File: src/ppae_pkg.sv
// Package for the palettised pixel decoder with packed alpha.
// Holds the command and alpha mode codes, field widths and the alpha request struct.
// No dependencies; every other file of the block imports it.
`default_nettype none

package ppae_pkg;

   localparam int PALETTE_ENTRIES_DEFAULT = 256;

   localparam int CMD_W    = 1;
   localparam int INDEX_W  = 8;
   localparam int COLOUR_W = 32;
   localparam int CHAN_W   = 8;
   localparam int MODE_W   = 4;
   localparam int POS_W    = 3;

   // Command codes.
   localparam logic [CMD_W-1:0] CMD_PALETTE_WRITE = 1'b0;
   localparam logic [CMD_W-1:0] CMD_PIXEL         = 1'b1;

   // Alpha mode codes; every other code means opaque.
   localparam logic [MODE_W-1:0] ALPHA_MODE_BIT    = 4'd1;
   localparam logic [MODE_W-1:0] ALPHA_MODE_NIBBLE = 4'd4;
   localparam logic [MODE_W-1:0] ALPHA_MODE_BYTE   = 4'd8;

   localparam logic [CHAN_W-1:0] ALPHA_OPAQUE   = 8'hFF;
   localparam logic [CHAN_W-1:0] NIBBLE_LO_MASK = 8'h0F;
   localparam logic [CHAN_W-1:0] NIBBLE_HI_MASK = 8'hF0;

   // Request from the top level to the alpha unit for one accepted pixel word.
   typedef struct packed {
      logic              take;
      logic              first_pixel;
      logic [CHAN_W-1:0] alpha_byte;
   } alpha_req_type;

endpackage

`default_nettype wire

File: src/ppae_alpha_unit.sv
// Alpha unit: keeps the pixel position and picks the alpha of each pixel.
// Depends on ppae_pkg for mode codes and the request struct.
`default_nettype none

module ppae_alpha_unit
   import ppae_pkg::*;
(
   input  wire logic              clock,
   input  wire logic              reset,
   input  wire alpha_req_type     req,
   input  wire logic [MODE_W-1:0] mode,
   output      logic [CHAN_W-1:0] alpha
);

   logic [POS_W-1:0]  pos_ff;
   logic [POS_W-1:0]  pos_in;
   logic [POS_W-1:0]  pos_used;
   logic [CHAN_W-1:0] alpha_ff;
   logic [CHAN_W-1:0] alpha_in;

   assign pos_used = req.first_pixel ? '0 : pos_ff;
   assign pos_in   = req.take ? pos_used + POS_W'(1) : pos_ff;

   always_comb begin
      unique case (mode)
         ALPHA_MODE_BIT:    alpha_in = {{(CHAN_W-1){1'b0}}, req.alpha_byte[pos_used]};
         ALPHA_MODE_NIBBLE: alpha_in = pos_used[0]
                                       ? ((req.alpha_byte & NIBBLE_HI_MASK) >> 4)
                                       : (req.alpha_byte & NIBBLE_LO_MASK);
         ALPHA_MODE_BYTE:   alpha_in = req.alpha_byte;
         default:           alpha_in = ALPHA_OPAQUE;
      endcase
   end

   always_ff @(posedge clock) begin
      if (reset) begin
         pos_ff <= '0;
      end else begin
         pos_ff <= pos_in;
      end
   end

   always_ff @(posedge clock) begin
      if (req.take) begin
         alpha_ff <= alpha_in;
      end
   end

   assign alpha = alpha_ff;

`ifndef SYNTHESIS
   a_first_restarts: assert property (@(posedge clock) disable iff (reset)
      (req.take && req.first_pixel) |=> (pos_ff == POS_W'(1)))
      else $error("pixel position did not restart on a first pixel");

   a_pos_steps: assert property (@(posedge clock) disable iff (reset)
      (req.take && !req.first_pixel) |=> (pos_ff == POS_W'($past(pos_ff) + POS_W'(1))))
      else $error("pixel position did not advance by one");

   a_pos_holds: assert property (@(posedge clock) disable iff (reset)
      !req.take |=> $stable(pos_ff))
      else $error("pixel position moved without a pixel word");
`endif

endmodule

`default_nettype wire

File: config.mk
export PLATFORM = sky130hd
export DESIGN_NAME = ppae_alpha_unit
export DESIGN_NICKNAME = d
export VERILOG_FILES = /design/src/ppae_pkg.sv /design/src/ppae_alpha_unit.sv
export SDC_FILE = /design/constraint.sdc
export NUM_CORES = 1
export LEC_CHECK = 0
export ABC_AREA = 1
export BUFFER_PORTS_ARGS = -buffer_cell sky130_fd_sc_hd__clkbuf_2
export CAP_MARGIN = 20
export CORE_MARGIN = 8
export CORE_UTILIZATION = 50
export CTS_BUF_LIST = sky130_fd_sc_hd__clkbuf_8
export DETAILED_ROUTE_END_ITERATION = 16
export HOLD_SLACK_MARGIN = 0.12
export PLACE_DENSITY = 0.81
export REMOVE_ABC_BUFFERS = 1
export SLEW_MARGIN = 40
export SYNTH_ARGS = -nofsm -noshare
export SYNTH_HDL_FRONTEND = slang
export SYNTH_SLANG_ARGS = --single-unit
export TNS_END_PERCENT = 1
File: constraint.sdc
create_clock -name clock -period 1.79 [get_ports clock]
set_clock_uncertainty 0.15 [all_clocks]
set_input_delay 0.2685 -clock clock [delete_from_list [all_inputs] [get_ports clock]]
set_output_delay 0.2685 -clock clock [all_outputs]
set_load 0.02 [all_outputs]
==> results.json, run 1 <==
{
  "yosys_warnings": 0,
  "syn_to_final_growth_pct": 27.2,
  "viasPerCell": 5.29,
  "drv_cap": 0,
  "dp.cells": 122,
  "die_h_um": 52.3,
  "criticalPathCategory": "flip-flop to flip-flop",
  "synthArstFlopShare_pct": 0,
  "start_util_pct": 51.9,
  "fin_cells": 126,
  "synth-seq-area-share_pct": 45.6,
  "cts_setup_buffers": 0,
  "endpoint_kind": "flip-flop",
  "postLayoutCellArea_sq_um": 837,
  "yosys-top-cells-count": "16 x inv_1, 14 x nand3_1, 11 x nand2_1",
  "synth_cells": 84,
  "finalHoldViolations": 0,
  "drt_iter0_drc": 17,
  "routabilityCongestion": 0.848,
  "grt_max_degree": 14,
  "finalCriticalPeriod_ns": 1.39,
  "grt_antenna_before_repair": 0,
  "final_util_pct": 66.0,
  "slew_viol_final": 0,
  "relSlewSlack_pct": 81.0,
  "pin_count": 24,
  "route.detailed.wl_per_inst_um": 12.3,
  "cp.required_ns": 1.63,
  "outcome": "finished clean",
  "synth_edf_count": 8,
  "syn_area_sq_um": 658,
  "n_fill_cell": 117,
  "ir_worst_vdd_uv": 513,
  "synth_top_area_share_pct": 36.5,
  "synth_most_common_cell": "inv_1",
  "place_area_sq_um": 792,
  "rsz0062_at_grt": "no",
  "power_leakage_nw": 0.425,
  "setup_ws_ns": 0.401,
  "die-area_sq_mm": 0.00273,
  "hold_path_class": "input port to flip-flop",
  "ant_nets": 0,
  "routed_wl_um": 1550,
  "drive_above_1_share_pct": 31.5,
  "power_mw": 0.669,
  "setup_viol": 0,
  "yosysUniqueCellTypes": 17,
  "power.density_mw_per_mm2": 799,
  "synth_top_cell_by_area": "edfxtp_1",
  "drc": 0,
  "wl_met3_um": 156,
  "dr_total_vias": 666,
  "track_usage_pct": 12.7,
  "globalRouteOverflowTotal": 0,
  "worst_slew_pin_slew_ns": 0.284,
  "antenna_cells": 0,
  "place.port_buffers": 23,
  "cts_root_buf": "clkbuf_8",
  "finalCritPeriodShare_pct": 77.6,
  "hold_ws_ns": 0.162,
  "cp_data_arrival_time_ns": 1.23,
  "clk_latency_ns": 0.24,
  "startpoint_type": "flip-flop",
  "dp_hpwl_um": 1200,
  "cts_resized": 0,
  "cts_tree": "built",
  "cts_buffer_depth": 2,
  "clk_pin_slew_ns": 0.05,
  "wl_met2_um": 756,
  "detailedPlace.worstSlack_ns": 0.348,
  "grt_pass1_vias": 636,
  "synth_area_leaders": "edfxtp_1 37%, nand3_1 11%, dfxtp_1 9.1%, inv_1 9.1%, o21ai_0 6.8%",
  "numCtsBuffers": 3,
  "critPathMaxFanout": 6,
  "top_layer": "met4",
  "fin_tns_setup_ns": 0,
  "ys_seq_elements": 11,
  "row_count": 13,
  "fp.dieW_um": 52.3,
  "dr.pass1.iters": 4,
  "syn_avg_cell_area_sq_um": 7.83,
  "cts_sinks": 11,
  "layout.nets": 129,
  "grt_pass1_wl_um": 2660,
  "synth_flop_cell": "edfxtp_1",
  "htree_levels": 1,
  "m1WireLength_um": 605,
  "coreArea_sq_mm": 0.00127,
  "ctsHoldBuffers": 0,
  "fmax_mhz": 720
}
==> worst paths after layout <==
kind / startpoint / endpoint / slack (ns) / cells after the start
max: pos_ff[0]$_SDFFE_PP0P_ / alpha[0]$_DFFE_PP_ / 0.40 / 7
min reg2reg: pos_ff[2]$_SDFFE_PP0P_ / pos_ff[2]$_SDFFE_PP0P_ / 0.32 / 2
min: reset / pos_ff[0]$_SDFFE_PP0P_ / 0.16 / 4
max reg2reg: pos_ff[0]$_SDFFE_PP0P_ / alpha[0]$_DFFE_PP_ / 0.40 / 7
==> cell type report <==
class	instances	area, sq um	area share, %
sequential	11	300	35.9
multi-input combinational	55	290	34.7
timing repair buffer	23	115	13.8
inverter	18	67.6	8.07
clock buffer	3	41.3	4.93
tap	15	18.8	2.24
clock inverter	1	3.75	0.448
==> cells by family (layout without fill, tap and decap cells) <==
logic type      count (synthesis)  count (layout)  synth area share, %
flops                          11              11                 45.6
simple gates                   38              38                 28.3
compound gates                 16              16                 13.9
buf+inv                        18              45                 10.3
fa+ha+maj                       1               1                 1.90
==> critical path: stages, from the launching register on <==
cell     delay [ns]
dfxtp_1        0.42
inv_2          0.08
nor2_4         0.14
nand2_1        0.07
nand3_1        0.08
o21ai_1        0.06
nor2_1         0.08
nand2_1        0.06
==> sequential cells by signal, summed over array words and instances, names as in the netlist <==
name    cells
alpha       8
pos_ff      3
==> power breakdown <==
part	switching, mW	total (mW)	leakage (nW)	internal (mW)
combinational	0.0791	0.121	0.293	0.0420
clock	0.0936	0.244	0.0269	0.151
sequential	0.00718	0.303	0.105	0.296
==> layer usage <==
metal  up-vias  track usage (%)
li1        335                -
met1       300             13.2
met2        26             21.3
met3         5             5.40
met4         0             6.47
met5         -                0
==> placed cells by master (no fill, tap or decap), drive strengths merged <==
master / n
o211ai: 3
nand2: 13
o221ai: 1
a21oi: 2
nor2: 10
inv: 19
dfxtp: 3
ha: 1
nand3: 15
edfxtp: 8
clkbuf: 26
o21ai: 10
Note: power is estimated with default switching activity, not from simulation.
==> run 2: changes to the inputs <==
==> constraint.sdc (replaced) <==
create_clock -name clock -period 1.38 [get_ports clock]
set_clock_uncertainty 0.15 [all_clocks]
set_input_delay 0.207 -clock clock [delete_from_list [all_inputs] [get_ports clock]]
set_output_delay 0.207 -clock clock [all_outputs]
set_load 0.02 [all_outputs]
==> results.json, run 2 (synthesis gave the netlist of run 1 again) <==
{
  "outcome": "finished clean",
  "worstReg2RegEnd": "alpha[0]$_DFFE_PP_",
  "fmax_mhz": 769,
  "multi_input_area_sq_um": 290,
  "power_mw": 0.873,
  "dr_total_vias": 679,
  "power_leakage_nw": 0.438,
  "drt_iter0_drc": 15,
  "track_usage_pct": 12.3,
  "drive_above_1_share_pct": 33.3,
  "grt_max_degree": 14,
  "ant_nets": 0,
  "antenna_cells": 0,
  "grt_antenna_before_repair": 0,
  "power.density_mw_per_mm2": 1010,
  "finalCritPeriodShare_pct": 94.3,
  "place.port_buffers": 23,
  "clk_latency_ns": 0.24,
  "fp.dieW_um": 52.3,
  "globalRouteOverflowTotal": 0,
  "cp.required_ns": 1.22,
  "pin_count": 24,
  "row_count": 13,
  "start_util_pct": 51.9,
  "criticalPathCategory": "flip-flop to flip-flop",
  "hold_path_class": "input port to flip-flop",
  "die-area_sq_mm": 0.00273,
  "ff2ff_path_depth": 7,
  "layout.nets": 132,
  "viasPerCell": 5.26,
  "worst_slew_pin_slew_ns": 0.300,
  "min_path_cells": 3,
  "regArea_sq_um": 302,
  "finalHoldViolations": 0,
  "syn_to_final_growth_pct": 31.2,
  "cts_sinks": 11,
  "startpoint_type": "flip-flop",
  "die_h_um": 52.3,
  "min_to": "alpha[5]$_DFFE_PP_",
  "relSlewSlack_pct": 80.0,
  "numCtsBuffers": 3,
  "drc": 0,
  "rsz0062_at_grt": "no",
  "cts_root_buf": "clkbuf_8",
  "rrSetupSlack_ns": 0.08,
  "largest_reg_flops": 8,
  "endpoint_kind": "flip-flop",
  "cp_data_arrival_time_ns": 1.14,
  "routabilityCongestion": 0.858,
  "setup_viol": 0,
  "final_cell_mix": "23 x clkbuf_2, 17 x inv_1, 14 x nand3_1, 11 x nand2_1",
  "ir_worst_vdd_uv": 566,
  "route.detailed.wl_per_inst_um": 12.1,
  "cts_buffer_depth": 2,
  "fin_tns_setup_ns": 0,
  "rr_startpoint": "pos_ff[0]$_SDFFE_PP0P_",
  "dp_hpwl_um": 1240,
  "htree_levels": 1,
  "hp-start": "req[5]",
  "mostFrequentLayoutCell": "clkbuf_2",
  "critPathMaxFanout": 6,
  "slew_viol_final": 0,
  "n_fill_cell": 111,
  "grt_pass1_wl_um": 2630,
  "cts_tree": "built",
  "grt_pass1_vias": 631,
  "routed_wl_um": 1560,
  "dr.pass1.iters": 4,
  "clk_pin_slew_ns": 0.05,
  "finalCriticalPeriod_ns": 1.30,
  "coreArea_sq_mm": 0.00127,
  "drv_cap": 0
}
run 2: final cells by class:
| type | instances | share of cell area, % |
|---|---|---|
| sequential | 11 | 34.9 |
| clock buffer | 3 | 4.78 |
| multi-input combinational | 55 | 33.6 |
| tap | 15 | 2.17 |
| clock inverter | 1 | 0.435 |
| inverter | 18 | 7.83 |
| timing repair buffer | 26 | 16.2 |
run 2: power breakdown:
| part | leakage, nW | switching [mW] | internal (mW) |
|---|---|---|---|
| Clock | 0.0269 | 0.121 | 0.195 |
| Combinational | 0.307 | 0.103 | 0.0592 |
| Sequential | 0.105 | 0.00953 | 0.385 |
run 2: critical path, stage by stage, from the launching register on:
cell	delay [ns]
dfxtp_2	0.38
inv_2	0.06
nor2_4	0.12
nand2_1	0.07
nand3_1	0.08
o21ai_1	0.06
nor2_1	0.08
nand2_1	0.05
run 2: per-layer routing:
metal	track usage [%]	up-vias	wire, um
li1	-	343	-
met3	3.98	5	142
met5	0	-	0
met4	8.19	0	39
met2	19.4	24	751
met1	13.7	307	627
run 2: worst max path at each step:
stage	slack (ns)	to	from	depth (start not counted)
final	0.08	alpha[0]$_DFFE_PP_	pos_ff[0]$_SDFFE_PP0P_	7
after global routing	0.001	alpha[0]$_DFFE_PP_	pos_ff[0]$_SDFFE_PP0P_	6
after CTS	0.02	alpha[0]$_DFFE_PP_	pos_ff[0]$_SDFFE_PP0P_	7
after detailed placement	0.008	alpha[0]$_DFFE_PP_	mode[0]	7
after global placement	0.04	alpha[0]$_DFFE_PP_	pos_ff[0]$_SDFFE_PP0P_	7
after floorplan	0.13	alpha[0]$_DFFE_PP_	pos_ff[0]$_SDFFE_PP0P_	7
run 2: per-stage QoR:
step	hold slack, ns	std cells	util [%]	instance area [sq um]	setup WS [ns]
after floorplan	0.146	84	-	658	0.126
after global placement	0.307	124	63.6	807	0.0416
after detailed placement	0.322	124	63.6	807	0.00834
after CTS	0.184	129	67.9	862	0.0203
after global routing	0.219	129	68.0	863	0.00105
final	0.181	129	68.0	863	0.0793
run 2: timing repair:
| action | 4_1_cts | 5_1_grt |
|---|---|---|
| endpoints found under the hold margin | 3 | 0 |
| gates resized for setup | 0 | 2 |
| endpoints found under the setup margin | 0 | 3 |
| buffers inserted | 0 | 0 |
| hold buffers | 1 | 0 |
==> run 3: changes to the inputs <==
--- a/config.mk
+++ b/config.mk
@@ -10,7 +10,7 @@
 export CAP_MARGIN = 20
 export CORE_MARGIN = 8
 export CORE_UTILIZATION = 50
-export CTS_BUF_LIST = sky130_fd_sc_hd__clkbuf_8
+export CTS_BUF_LIST = sky130_fd_sc_hd__clkbuf_4 sky130_fd_sc_hd__clkbuf_8
 export DETAILED_ROUTE_END_ITERATION = 16
 export HOLD_SLACK_MARGIN = 0.12
 export PLACE_DENSITY = 0.81
==> results.json, run 3 (synthesis gave the netlist of run 1 again) <==
{
  "cp.required_ns": 1.27,
  "relSlewSlack_pct": 79.6,
  "drt_iter0_drc": 23,
  "cts_tree": "built",
  "final_cell_mix": "23 x clkbuf_2, 16 x inv_1, 14 x nand3_1, 10 x nand2_1",
  "detailedPlace.worstSlack_ns": 0.00834,
  "finalCritPeriodShare_pct": 94.1,
  "power.density_mw_per_mm2": 944,
  "hp-start": "req[5]",
  "grt_pass1_wl_um": 2660,
  "layout.nets": 132,
  "ir_worst_vdd_uv": 450,
  "rsz0062_at_grt": "no",
  "coreArea_sq_mm": 0.00127,
  "route.detailed.wl_per_inst_um": 12.1,
  "place_area_sq_um": 807,
  "routabilityCongestion": 0.858,
  "numCtsBuffers": 3,
  "criticalPathCategory": "flip-flop to flip-flop",
  "fmax_mhz": 770,
  "hold_path_class": "input port to flip-flop",
  "startpoint_type": "flip-flop",
  "die_h_um": 52.3,
  "finalCriticalPeriod_ns": 1.30,
  "largest_reg_flops": 8,
  "routed_wl_um": 1570,
  "fp.dieW_um": 52.3,
  "ant_nets": 0,
  "viasPerCell": 5.33,
  "grt_pass1_vias": 655,
  "finalHoldViolations": 0,
  "use_met1_pct": 13.2,
  "critPathMaxFanout": 6,
  "cts_root_buf": "clkbuf_4",
  "grt_antenna_before_repair": 0,
  "power_leakage_nw": 0.430,
  "busiest_layer": "met2",
  "setup_ws_ns": 0.0813,
  "dp_hpwl_um": 1240,
  "place.port_buffers": 23,
  "cts_buffer_depth": 2,
  "pin_count": 24,
  "start_util_pct": 51.9,
  "gr-usage-met3_pct": 4.83,
  "clk_pin_slew_ns": 0.07,
  "n_fill_cell": 108,
  "mostFrequentLayoutCell": "clkbuf_2",
  "antenna_cells": 0,
  "postLayoutCellArea_sq_um": 851,
  "globalRouteOverflowTotal": 0,
  "syn_to_final_growth_pct": 29.3,
  "final_util_pct": 67.1,
  "hold_ws_ns": 0.144,
  "cp_data_arrival_time_ns": 1.18,
  "worst_slew_pin_slew_ns": 0.305,
  "drv_cap": 0,
  "outcome": "finished clean",
  "drive_above_1_share_pct": 35.1,
  "drc": 0,
  "clk_latency_ns": 0.28,
  "grt_max_degree": 14,
  "cts_sinks": 11,
  "dr.pass1.iters": 4,
  "row_count": 13,
  "track_usage_pct": 12.7,
  "use_met2_pct": 20.4,
  "endpoint_kind": "flip-flop",
  "htree_levels": 1,
  "crit_start": "pos_ff[0]$_SDFFE_PP0P_",
  "setup_viol": 0,
  "dr_total_vias": 688,
  "rr_startpoint": "pos_ff[0]$_SDFFE_PP0P_",
  "fin_tns_setup_ns": 0,
  "slew_viol_final": 0,
  "die-area_sq_mm": 0.00273
}
## run 3: changes by cell type in the layout (fill, tap and decap cells not counted)
cell and delta:
nand2_1 -1, inv_1 -1, clkbuf_4 +4, clkbuf_8 -3, nand2_2 +1
## run 3: metal layers
metal | wire [um] | part of all wire (%)
met5 | 0 | 0
met4 | 42 | 2.7
met3 | 134 | 8.6
met2 | 780 | 50
met1 | 610 | 39
## run 3: critical path, stage by stage (launching register included)
cell     delay [ns]
dfxtp_2        0.39
inv_2          0.07
nor2_4         0.12
nand2_1        0.07
nand3_1        0.08
o21ai_1        0.06
nor2_1         0.08
nand2_1        0.05
## run 3: through the flow
step                      power (mW)  cells
final                          0.803    129
after global routing           0.850    129
after CTS                      0.809    129
after detailed placement       0.561    124
after global placement         0.555    124
after floorplan                0.492     84
## run 3: worst paths after layout
path                             to  slack [ns]  depth (start not counted)
max              alpha[0]$_DFFE_PP_        0.08                          7
min              alpha[5]$_DFFE_PP_        0.14                          3
max reg2reg      alpha[0]$_DFFE_PP_        0.08                          7
min reg2reg  pos_ff[2]$_SDFFE_PP0P_        0.33                          2
## run 3: layout make-up
class,instances,area (sq um),area share [%]
sequential,11,302,35.4
multi-input combinational,55,293,34.4
timing repair buffer,26,140,16.5
inverter,18,67.6,7.94
clock buffer,4,30.0,3.53
tap,15,18.8,2.21
## run 3: timing repair
| item | 4_1_cts | 5_1_grt |
|---|---|---|
| setup buffers | 0 | 0 |
| endpoints found under the hold margin | 3 | 0 |
| resized for setup | 0 | 3 |
| hold buffers | 1 | 0 |
| setup endpoints to repair | 0 | 3 |
## run 3: power by group
part / total, mW / switching (mW) / internal (mW)
clock network: 0.247 / 0.115 / 0.132
logic: 0.163 / 0.104 / 0.0595
registers: 0.393 / 0.00986 / 0.383
